<file path="src/rtl/m4inv_pkg.sv">
// ----------------------------------------------------------------------------
// m4inv_pkg
// Shared widths, state encoding and the minor index helper for the 4x4
// fixed-point inverse.
// ----------------------------------------------------------------------------
package m4inv_pkg;

    localparam int ELEM_W = 15;
    localparam int OUT_W  = 32;
    localparam int COF_W  = 46;
    localparam int DET_W  = 62;
    localparam int ACC_W  = 64;
    localparam int NELEM  = 16;
    localparam int OUT_FRAC = 16;

    typedef enum logic [2:0] {
        ST_LOAD,
        ST_COF,
        ST_DET,
        ST_DIV,
        ST_OUT,
        ST_SING
    } t_state;

    // indices of the three rows or columns kept when index skip is removed
    function automatic logic [1:0] keep_idx(input logic [1:0] skip, input logic [1:0] n);
        logic [2:0] v;
        v = {1'b0, n};
        if (v >= {1'b0, skip}) v = v + 3'd1;
        return v[1:0];
    endfunction

endpackage

</file>
<file path="src/rtl/m4inv_if.sv">
// ----------------------------------------------------------------------------
// m4inv_in_if / m4inv_out_if
// Valid/ready channels for matrix elements and inverse results.
// ----------------------------------------------------------------------------
interface m4inv_in_if;
    logic                                   valid;
    logic                                   ready;
    logic signed [m4inv_pkg::ELEM_W-1:0]    elem_value;
    modport source (output valid, output elem_value, input ready);
    modport sink   (input valid, input elem_value, output ready);
endinterface

interface m4inv_out_if;
    logic                                   valid;
    logic                                   ready;
    logic signed [m4inv_pkg::OUT_W-1:0]     inv_value;
    logic                                   singular;
    logic                                   last_out;
    modport source (output valid, output inv_value, output singular, output last_out,
                    input ready);
    modport sink   (input valid, input inv_value, input singular, input last_out,
                    output ready);
endinterface

</file>
<file path="src/rtl/m4inv_div.sv">
// ----------------------------------------------------------------------------
// m4inv_div
// Bit-serial scaled divider: trunc(|n| * 2^SH / |d|), saturated to Q16.16,
// one quotient bit per cycle.
// ----------------------------------------------------------------------------
module m4inv_div #(
    parameter int FRAC_BITS = 8
) (
    input  logic                                 i_clk,
    input  logic                                 i_rst_n,
    input  logic                                 i_start,
    input  logic signed [m4inv_pkg::COF_W-1:0]   i_num,
    input  logic signed [m4inv_pkg::DET_W-1:0]   i_den,
    output logic                                 o_done,
    output logic signed [m4inv_pkg::OUT_W-1:0]   o_quot
);
    localparam int SH    = FRAC_BITS + m4inv_pkg::OUT_FRAC;
    localparam int NB    = m4inv_pkg::COF_W + SH;
    localparam int CNT_W = $clog2(NB + 1);
    localparam int D_W   = m4inv_pkg::DET_W;

    logic             r_busy, n_busy;
    logic [CNT_W-1:0] r_cnt, n_cnt;
    logic [NB-1:0]    r_num, n_num;
    logic [D_W:0]     r_rem, n_rem;
    logic [D_W-1:0]   r_den, n_den;
    logic [33:0]      r_q, n_q;
    logic             r_neg, n_neg;
    logic             r_done, n_done;
    logic [D_W:0]     w_sh;
    logic [33:0]      w_lim;
    logic [33:0]      w_qres;
    logic [m4inv_pkg::COF_W-1:0] w_anum;

    assign w_lim  = r_neg ? 34'h080000000 : 34'h07FFFFFFF;
    assign w_sh   = {r_rem[D_W-1:0], r_num[NB-1]};
    assign w_anum = i_num[m4inv_pkg::COF_W-1] ? m4inv_pkg::COF_W'(-i_num)
                                              : m4inv_pkg::COF_W'(i_num);
    assign w_qres = (r_q > w_lim) ? w_lim : r_q;

    // restoring division, saturating quotient register
    always_comb begin
        n_busy = r_busy; n_cnt = r_cnt; n_num = r_num; n_rem = r_rem;
        n_den = r_den;   n_q = r_q;     n_neg = r_neg; n_done = 1'b0;
        if (i_start) begin
            n_busy = 1'b1;
            n_cnt  = CNT_W'(NB);
            n_num  = {w_anum, {SH{1'b0}}};
            n_rem  = '0;
            n_den  = i_den[D_W-1] ? D_W'(-i_den) : D_W'(i_den);
            n_q    = '0;
            n_neg  = i_num[m4inv_pkg::COF_W-1] != i_den[D_W-1];
        end else if (r_busy) begin
            n_num = r_num << 1;
            if (w_sh >= {1'b0, r_den}) begin
                n_rem = w_sh - {1'b0, r_den};
                n_q   = (r_q > w_lim) ? r_q : {r_q[32:0], 1'b1};
            end else begin
                n_rem = w_sh;
                n_q   = (r_q > w_lim) ? r_q : {r_q[32:0], 1'b0};
            end
            n_cnt = r_cnt - CNT_W'(1);
            if (r_cnt == CNT_W'(1)) begin
                n_busy = 1'b0;
                n_done = 1'b1;
            end
        end
    end

    always_ff @(posedge i_clk) begin
        if (!i_rst_n) begin
            r_busy <= 1'b0;
            r_done <= 1'b0;
        end else begin
            r_busy <= n_busy;
            r_done <= n_done;
        end
        r_cnt <= n_cnt; r_num <= n_num; r_rem <= n_rem;
        r_den <= n_den; r_q <= n_q;     r_neg <= n_neg;
    end

    assign o_done = r_done;
    assign o_quot = r_neg ? m4inv_pkg::OUT_W'(-w_qres) : m4inv_pkg::OUT_W'(w_qres);
endmodule

</file>
<file path="src/rtl/matrix4_inverse_cofactor.sv">
// ----------------------------------------------------------------------------
// matrix4_inverse_cofactor
// 4x4 fixed-point matrix inverse by adjugate over determinant, built on one
// shared multiplier and one bit-serial divider.
// ----------------------------------------------------------------------------
// sequence: sixteen cofactors from the shared multiplier, then the determinant,
//   then one serial divide per output element (FRAC_BITS 8 by default)
// flow: a new matrix is taken only after the last result of the previous one;
//   input ready only while loading; a singular matrix ends with one flagged result
// reset: synchronous active low; element counter and sequencer clear, stores
//   hold undefined contents until written
module matrix4_inverse_cofactor #(
    parameter int FRAC_BITS = 8
) (
    input  logic         i_clk,
    input  logic         i_rst_n,
    m4inv_in_if.sink     i_elem,
    m4inv_out_if.source  o_inv
);
    localparam int EW = m4inv_pkg::ELEM_W;
    localparam int CW = m4inv_pkg::COF_W;
    localparam int DW = m4inv_pkg::DET_W;
    localparam int PW = CW + EW;

    m4inv_pkg::t_state r_state, n_state;
    logic [3:0]  r_idx, n_idx;      // load count / cofactor / det step / output index
    logic [3:0]  r_stp, n_stp;      // multiply step inside one cofactor
    logic signed [EW-1:0] r_mat [16];
    logic signed [CW-1:0] r_cof [16];
    logic signed [PW-1:0] r_p, n_p;  // first product of a 2x2 term
    logic signed [PW-1:0] r_t0, n_t0, r_t1, n_t1, r_t2, n_t2;
    logic signed [PW-1:0] r_acc, n_acc;
    logic signed [DW-1:0] r_det, n_det;
    logic signed [PW-1:0] r_prod;
    logic signed [CW-1:0] w_ma;
    logic signed [EW-1:0] w_mb;
    logic signed [PW-1:0] w_minor;
    logic signed [CW-1:0] w_cof;
    logic                 w_cof_we;
    logic                 r_div_go, n_div_go;
    logic                 r_ov, n_ov;
    logic signed [m4inv_pkg::OUT_W-1:0] r_oval, n_oval;
    logic                 r_osing, n_osing, r_olast, n_olast;
    logic                 w_div_done;
    logic signed [m4inv_pkg::OUT_W-1:0] w_quot;
    logic [1:0]  w_r, w_c, w_sr, w_sc;
    logic [1:0]  w_r0, w_r1, w_r2, w_c0, w_c1, w_c2;
    logic signed [EW-1:0] w_a00, w_a01, w_a02, w_a10, w_a11, w_a12, w_a20, w_a21, w_a22;

    // adjugate entry (r,c) is the cofactor of element (c,r)
    assign w_r  = r_idx[3:2];
    assign w_c  = r_idx[1:0];
    assign w_sr = w_c;
    assign w_sc = w_r;
    assign w_r0 = m4inv_pkg::keep_idx(w_sr, 2'd0);
    assign w_r1 = m4inv_pkg::keep_idx(w_sr, 2'd1);
    assign w_r2 = m4inv_pkg::keep_idx(w_sr, 2'd2);
    assign w_c0 = m4inv_pkg::keep_idx(w_sc, 2'd0);
    assign w_c1 = m4inv_pkg::keep_idx(w_sc, 2'd1);
    assign w_c2 = m4inv_pkg::keep_idx(w_sc, 2'd2);
    assign w_a00 = r_mat[{w_r0, w_c0}]; assign w_a01 = r_mat[{w_r0, w_c1}];
    assign w_a02 = r_mat[{w_r0, w_c2}]; assign w_a10 = r_mat[{w_r1, w_c0}];
    assign w_a11 = r_mat[{w_r1, w_c1}]; assign w_a12 = r_mat[{w_r1, w_c2}];
    assign w_a20 = r_mat[{w_r2, w_c0}]; assign w_a21 = r_mat[{w_r2, w_c1}];
    assign w_a22 = r_mat[{w_r2, w_c2}];

    // signed minor from the three outer products, sign by adjugate position
    assign w_minor = r_acc + r_prod;
    assign w_cof   = (r_idx[2] ^ r_idx[0]) ? CW'(-w_minor) : CW'(w_minor);

    // shared multiplier operand select
    always_comb begin
        w_ma = '0;
        w_mb = '0;
        if (r_state == m4inv_pkg::ST_DET) begin
            w_ma = r_cof[{r_idx[1:0], 2'd0}];
            w_mb = r_mat[{2'd0, r_idx[1:0]}];
        end else begin
            unique case (r_stp)
                4'd0: begin w_ma = CW'(w_a11); w_mb = w_a22; end
                4'd1: begin w_ma = CW'(w_a12); w_mb = w_a21; end
                4'd2: begin w_ma = CW'(w_a10); w_mb = w_a22; end
                4'd3: begin w_ma = CW'(w_a12); w_mb = w_a20; end
                4'd4: begin w_ma = CW'(w_a10); w_mb = w_a21; end
                4'd5: begin w_ma = CW'(w_a11); w_mb = w_a20; end
                4'd6: begin w_ma = CW'(r_t0);  w_mb = w_a00; end
                4'd7: begin w_ma = CW'(r_t1);  w_mb = w_a01; end
                4'd8: begin w_ma = CW'(r_t2);  w_mb = w_a02; end
                default: begin w_ma = '0;      w_mb = '0;    end
            endcase
        end
    end

    // sequencer
    always_comb begin
        n_state = r_state; n_idx = r_idx; n_stp = r_stp; n_acc = r_acc;
        n_det = r_det; n_p = r_p; n_t0 = r_t0; n_t1 = r_t1; n_t2 = r_t2;
        n_div_go = 1'b0; n_ov = r_ov; w_cof_we = 1'b0;
        n_oval = r_oval; n_osing = r_osing; n_olast = r_olast;
        unique case (r_state)
            m4inv_pkg::ST_LOAD: begin
                if (i_elem.valid) begin
                    n_idx = r_idx + 4'd1;
                    if (r_idx == 4'd15) begin
                        n_state = m4inv_pkg::ST_COF;
                        n_stp = '0;
                    end
                end
            end
            m4inv_pkg::ST_COF: begin
                // products land in r_prod by the next step
                n_stp = r_stp + 4'd1;
                unique case (r_stp)
                    4'd1: n_p  = r_prod;
                    4'd2: n_t0 = r_p - r_prod;
                    4'd3: n_p  = r_prod;
                    4'd4: n_t1 = r_p - r_prod;
                    4'd5: n_p  = r_prod;
                    4'd6: n_t2 = r_p - r_prod;
                    4'd7: n_acc = r_prod;
                    4'd8: n_acc = r_acc - r_prod;
                    4'd9: begin
                        w_cof_we = 1'b1;
                        n_stp = '0;
                        n_idx = r_idx + 4'd1;
                        if (r_idx == 4'd15) begin
                            n_state = m4inv_pkg::ST_DET;
                            n_idx = '0;
                            n_det = '0;
                        end
                    end
                    default: ;
                endcase
            end
            m4inv_pkg::ST_DET: begin
                // products of steps 0..3 are summed in steps 1..4, checked in step 5
                if (r_idx == 4'd5) begin
                    n_idx = '0;
                    if (r_det == '0) begin
                        n_state = m4inv_pkg::ST_SING;
                        n_oval = '0; n_osing = 1'b1; n_olast = 1'b1; n_ov = 1'b1;
                    end else begin
                        n_state = m4inv_pkg::ST_DIV;
                        n_div_go = 1'b1;
                    end
                end else begin
                    n_idx = r_idx + 4'd1;
                    if (r_idx != 4'd0) n_det = r_det + DW'(r_prod);
                end
            end
            m4inv_pkg::ST_DIV: begin
                if (w_div_done) begin
                    n_oval = w_quot; n_osing = 1'b0;
                    n_olast = (r_idx == 4'd15); n_ov = 1'b1;
                    n_state = m4inv_pkg::ST_OUT;
                end
            end
            m4inv_pkg::ST_OUT: begin
                if (o_inv.ready) begin
                    n_ov = 1'b0;
                    n_idx = r_idx + 4'd1;
                    if (r_idx == 4'd15) begin
                        n_state = m4inv_pkg::ST_LOAD;
                        n_idx = '0;
                    end else begin
                        n_state = m4inv_pkg::ST_DIV;
                        n_div_go = 1'b1;
                    end
                end
            end
            m4inv_pkg::ST_SING: begin
                if (o_inv.ready) begin
                    n_ov = 1'b0;
                    n_idx = '0;
                    n_state = m4inv_pkg::ST_LOAD;
                end
            end
            default: n_state = m4inv_pkg::ST_LOAD;
        endcase
    end

    // state and data registers
    always_ff @(posedge i_clk) begin
        if (!i_rst_n) begin
            r_state  <= m4inv_pkg::ST_LOAD;
            r_idx    <= '0;
            r_stp    <= '0;
            r_ov     <= 1'b0;
            r_div_go <= 1'b0;
            r_det    <= '0;
        end else begin
            r_state  <= n_state;
            r_idx    <= n_idx;
            r_stp    <= n_stp;
            r_ov     <= n_ov;
            r_div_go <= n_div_go;
            r_det    <= n_det;
        end
        r_p     <= n_p;
        r_t0    <= n_t0;
        r_t1    <= n_t1;
        r_t2    <= n_t2;
        r_acc   <= n_acc;
        r_oval  <= n_oval;
        r_osing <= n_osing;
        r_olast <= n_olast;
        if (w_cof_we) r_cof[r_idx] <= w_cof;
        if (i_elem.valid && i_elem.ready) r_mat[r_idx] <= i_elem.elem_value;
    end

    // shared multiplier, registered product
    always_ff @(posedge i_clk) r_prod <= PW'(w_ma) * PW'(w_mb);

    m4inv_div #(.FRAC_BITS(FRAC_BITS)) u_div (
        .i_clk   (i_clk),
        .i_rst_n (i_rst_n),
        .i_start (r_div_go),
        .i_num   (r_cof[r_idx]),
        .i_den   (r_det),
        .o_done  (w_div_done),
        .o_quot  (w_quot)
    );

    assign i_elem.ready    = (r_state == m4inv_pkg::ST_LOAD);
    assign o_inv.valid     = r_ov;
    assign o_inv.inv_value = r_oval;
    assign o_inv.singular  = r_osing;
    assign o_inv.last_out  = r_olast;

    // checks
    a_no_out_in_load: assert property (@(posedge i_clk) disable iff (!i_rst_n)
        (r_state == m4inv_pkg::ST_LOAD) |-> !o_inv.valid) else $error("output during load");
    a_sing_last: assert property (@(posedge i_clk) disable iff (!i_rst_n)
        (o_inv.valid && o_inv.singular) |-> o_inv.last_out) else $error("singular not last");
    a_hold: assert property (@(posedge i_clk) disable iff (!i_rst_n)
        (o_inv.valid && !o_inv.ready) |=> (o_inv.valid && $stable(o_inv.inv_value)))
        else $error("result dropped");
endmodule
</file>
<file path="src/flat_wrapper.sv">
// flat-port wrapper written by rule: the top's interface ports become plain ports
module matrix4_inverse_cofactor_flat 
#(
    parameter int FRAC_BITS = 8
)
  (i_clk, i_rst_n, i_elem_valid, i_elem_elem_value, i_elem_ready, o_inv_valid, o_inv_inv_value, o_inv_singular, o_inv_last_out, o_inv_ready);
  m4inv_in_if i_elem_i ();
  m4inv_out_if o_inv_i ();
  input  logic i_clk;
  input  logic i_rst_n;
  input wire logic [$bits(i_elem_i.valid)-1:0] i_elem_valid;
  input wire logic [$bits(i_elem_i.elem_value)-1:0] i_elem_elem_value;
  output wire logic [$bits(i_elem_i.ready)-1:0] i_elem_ready;
  output wire logic [$bits(o_inv_i.valid)-1:0] o_inv_valid;
  output wire logic [$bits(o_inv_i.inv_value)-1:0] o_inv_inv_value;
  output wire logic [$bits(o_inv_i.singular)-1:0] o_inv_singular;
  output wire logic [$bits(o_inv_i.last_out)-1:0] o_inv_last_out;
  input wire logic [$bits(o_inv_i.ready)-1:0] o_inv_ready;
  assign i_elem_i.valid = i_elem_valid;
  assign i_elem_i.elem_value = i_elem_elem_value;
  assign i_elem_ready = i_elem_i.ready;
  assign o_inv_valid = o_inv_i.valid;
  assign o_inv_inv_value = o_inv_i.inv_value;
  assign o_inv_singular = o_inv_i.singular;
  assign o_inv_last_out = o_inv_i.last_out;
  assign o_inv_i.ready = o_inv_ready;
  matrix4_inverse_cofactor #(.FRAC_BITS(FRAC_BITS)) u_core (.i_clk(i_clk), .i_rst_n(i_rst_n), .i_elem(i_elem_i), .o_inv(o_inv_i));
endmodule
</file>
<file path="config.mk">
export PLATFORM = sky130hd
export DESIGN_NAME = matrix4_inverse_cofactor_flat
export DESIGN_NICKNAME = d
export VERILOG_FILES = /design/src/rtl/m4inv_pkg.sv /design/src/rtl/m4inv_if.sv /design/src/rtl/m4inv_div.sv /design/src/rtl/matrix4_inverse_cofactor.sv /design/src/flat_wrapper.sv
export SDC_FILE = /design/constraint.sdc
export NUM_CORES = 2
export LEC_CHECK = 0
export BUFFER_PORTS_ARGS = -buffer_cell sky130_fd_sc_hd__buf_2
export CORE_ASPECT_RATIO = 0.6
export CORE_MARGIN = 2
export CORE_UTILIZATION = 30
export DETAILED_ROUTE_END_ITERATION = 10
export PLACE_DENSITY = 0.5
export SYNTH_ARGS = -nofsm -noshare
export SYNTH_HDL_FRONTEND = slang
export SYNTH_SLANG_ARGS = --single-unit
</file>
<file path="constraint.sdc">
create_clock -name i_clk -period 9 [get_ports i_clk]
set_clock_uncertainty 0.1 [all_clocks]
set_input_delay 0.9 -clock i_clk [delete_from_list [all_inputs] [get_ports i_clk]]
set_output_delay 0.9 -clock i_clk [all_outputs]
set_load 0.005 [all_outputs]
</file>
==> impl_metrics.yaml <==
critical_path:
  crit_type: "reg2reg"
  crit_fanout: 16
  reg2reg_setup_slack_ns: -0.01
  r2r-end: "u_core.r_prod[60]"
  required_ns: 9.61
  cp_slowest_cell: "a222oi_1"
  r2r_start: "u_core.r_stp[1]"
  cp_common_cell: "fa_1"
  arrival_ns: 9.63
  startpoint_type: "flop"
  reg2reg_depth: 33
  cp-end-kind: "flop"
  cpPeakStageDelay_ns: 0.97
cts:
  ctsHtreeMaxLevel: 4
  clk_path_buf_depth: 4
  insertion_delay_ns: 0.89
  clk_pin_slew_ns: 0.07
  cts_root_buf: "clkbuf_16"
  cts_tree: "yes"
  cts.sinks: 1594
  cts_buffers: 174
  hold_buffers: 0
sta:
  worst_slew_pin_slew_ns: 1.49
  timing.fmax_ghz: 0.111
  setup_viol: 2
  period_share_pct: 100
  final_max_slew_viol_count: 0
  hold_viol: 0
  maxSlewHeadroom_pct: 0.0467
  fin_ws_ns: -0.0145
  period_needed_ns: 9.01
  rsz0062_at_grt: "true"
floorplan:
  core_mm2: 0.345
  die_width_um: 765
  die_y_um: 461
  dieArea_mm2: 0.352
  rows: 167
  initial_core_util_pct: 30.2
  pin_count: 55
power_and_ir_drop:
  combPwrFrac_pct: 58.9
  ir_worst_vdd_mv: 0.872
  p_total_mw: 42.6
  internal_power_mw: 24.1
  seq_power_share_pct: 24.1
  clockPowerShare_pct: 17.0
  p_leak_nw: 48.5
  powerDensity_mw_per_mm2: 348
  switchingPower_mw: 18.5
  p_sw_share_pct: 43.4
cells_and_area:
  drive_gt1_share_pct: 19.1
  fillerInstances: 33700
  nNetsFinal: 10600
  syn2layout_area_growth_pct: 17.6
  seq_area_mm2: 0.0455
  fin_area_mm2: 0.123
  multi_input_area_mm2: 0.0546
synth:
  synth.cell_area_mm2: 0.104
  async_reset_ff_share_pct: 0
  ys.flop_type: "edfxtp_1"
  synth_cell_types: 91
  syn_inst: 8934
  yosysSeqAreaShare_pct: 43.6
  yosys_warnings: 0
  synth-edff-count: 1349
  yosysTopAreaCellShare_pct: 38.9
  synth.ff_latch_count: 1594
  synth_top_cell_by_area: "edfxtp_1"
  syn_area_per_cell_um2: 11.7
  synth_area_leaders: "edfxtp_1 (39%), fa_1 (12%), mux4_2 (8.7%)"
  syn_nets: 10000
worst_hold_path:
  hold_path.class: "in2reg"
  hold_start: "i_elem_elem_value[0]"
  min_to: "u_core.r_mat[15][0]"
  hold_path_depth: 1
grt:
  grt_max_degree: 133
  antenna_found_initial: 23
  grt_pass1_vias: 74300
  overflow: 0
  grt_pass1_wl_um: 532000
  grt_usage_pct: 20.4
place:
  dpl.hpwl_um: 275000
  gp_congestion: 0.950
  io_buffers: 54
  placed_cell_area_mm2: 0.116
drt:
  vias: 75900
  dr.pass1.iters: 6
  via_per_inst: 5.31
  ant_nets: 0
  dr.first_iter.drc_count: 8591
  wirelength_um: 364000
  wl_per_cell_um: 25.5
  drc: 0
job:
  cap_viol_max_count: 1
status:
  status: "finished with violations"
  violations: "capacitance limit, setup timing"
[power groups by stage]
stage               sequential (mW)  combinational (mW)  clock, mW
finish                         10.3                25.1       7.24
detailed placement             10.4                22.5          0
floorplan                      10.1                12.2          0
global route                   10.3                27.1       7.66
CTS                            10.3                23.3       7.40
global placement               10.4                22.5          0
[worst max path at each step]
stage	start	to	slack, ns	depth (start not counted)
after global routing	u_core.r_idx[1]	u_core.r_prod[60]	-0.19	36
after global placement	u_core.r_idx[1]	u_core.r_prod[54]	-0.70	34
after floorplan	flop	u_core.r_prod[57]	0.009	34
after CTS	u_core.r_idx[1]	u_core.r_prod[45]	0.03	38
final	u_core.r_stp[1]	u_core.r_prod[60]	-0.01	33
after detailed placement	u_core.r_idx[0]	u_core.r_prod[54]	-0.68	34
[metrics by stage]
| stage | hold WS (ns) | utilization, % | std cells | setup TNS (ns) | worst slack [ns] |
|---|---|---|---|---|---|
| finish | 0.319 | 35.5 | 14300 | -0.0236 | -0.0145 |
| detailed placement | 0.370 | 33.5 | 14000 | -5.46 | -0.678 |
| global route | 0.303 | 35.5 | 14300 | -0.556 | -0.185 |
| floorplan | 0.335 | - | 8934 | 0 | 0.00865 |
| CTS | 0.254 | 35.2 | 14300 | 0 | 0.0286 |
| global placement | 0.370 | 33.5 | 14000 | -6.48 | -0.705 |
[per-layer routing]
layer / wire length (µm) / global-route usage [%] / vias up
met2: 133000 / 25.7 / 3513
li1: - / - / 33200
met1: 181000 / 33.2 / 38800
met3: 42700 / 6.43 / 395
met5: 460 / 0 / -
met4: 7080 / 3.52 / 28
[synthesized netlist by cell type (all sizes together), types with 30 or more instances]
cell and count:
edfxtp 1349, inv 951, nand2 795, nor2 734, fa 631, a21oi 507
ha 443, mux4 404, xnor2 322, clkbuf 312, o21ai 300, dfxtp 245
a21o 221, buf 141, xor2 122, a211oi 98, nand3 93, nor3 90
nand2b 74, o31ai 74, a31oi 73, mux2i 73, a22oi 63, and3 62
nor2b 58, mux2 56, nand4 51, o21bai 50, a222oi 46, or3 46
and2 45, nor4 38, o21a 38, o211ai 30
[sequential cells by signal, indices dropped and copies added, names as in the netlist, 34 cells and up, named ones only]
name and flops:
u_core.u_div.r_num 46, u_core.r_p 46, u_core.r_mat 240, u_core.u_div.r_den 62, u_core.r_prod 61, u_core.r_acc 46, u_core.r_det 62, u_core.u_div.r_rem 62
u_core.r_t2 46, u_core.u_div.r_q 34, u_core.r_t0 46, u_core.r_t1 46, u_core.r_cof 736
[timing repair]
action	in CTS	in global routing
gates resized for setup	59	175
setup endpoints to repair	23	24
buffers inserted	4	32
cloned	0	2
pin swaps	21	64
[critical path: cells and delay by family, from the launching register on]
kind            cells  cell delay, ns
simple gates        4            0.56
flops               1            0.32
xor+xnor            1            0.10
buf+inv             9            1.14
compound gates     12            3.41
fa+ha+maj           7            3.23
[cells by family (layout without fill, tap and decap cells)]
| kind of cell | Yosys count | in the layout | synth area share, % |
|---|---|---|---|
| compound gates | 1698 | 1699 | 10.6 |
| xor+xnor | 444 | 444 | 3.73 |
| fa+ha+maj | 1075 | 1075 | 17.4 |
| buf+inv | 1410 | 2134 | 5.27 |
| flops | 1594 | 1594 | 43.6 |
| mux | 533 | 533 | 10.0 |
| other cells | 0 | 2 | 0 |
| simple gates | 2180 | 2180 | 9.36 |
[placed cells by master, fill, tap and decap left out, types with 232 or more instances in the layout]
master,n
inv_1,940
xnor2_1,318
fa_1,623
mux4_2,404
buf_4,699
o21ai_0,279
dfxtp_1,232
a21oi_1,459
ha_1,429
edfxtp_1,1349
nor2_1,712
nand2_1,786
[area by class of cell]
class	instances	area share, %
Inverter	957	2.93
Sequential cell	1594	37.1
Clock buffer	201	3.69
Timing Repair Buffer	868	6.17
Antenna cell	2	0.00408
Multi-Input combinational cell	5931	44.6
Clock inverter	108	0.813
Tap cell	4647	4.74
(Power assumes the default switching activity.)
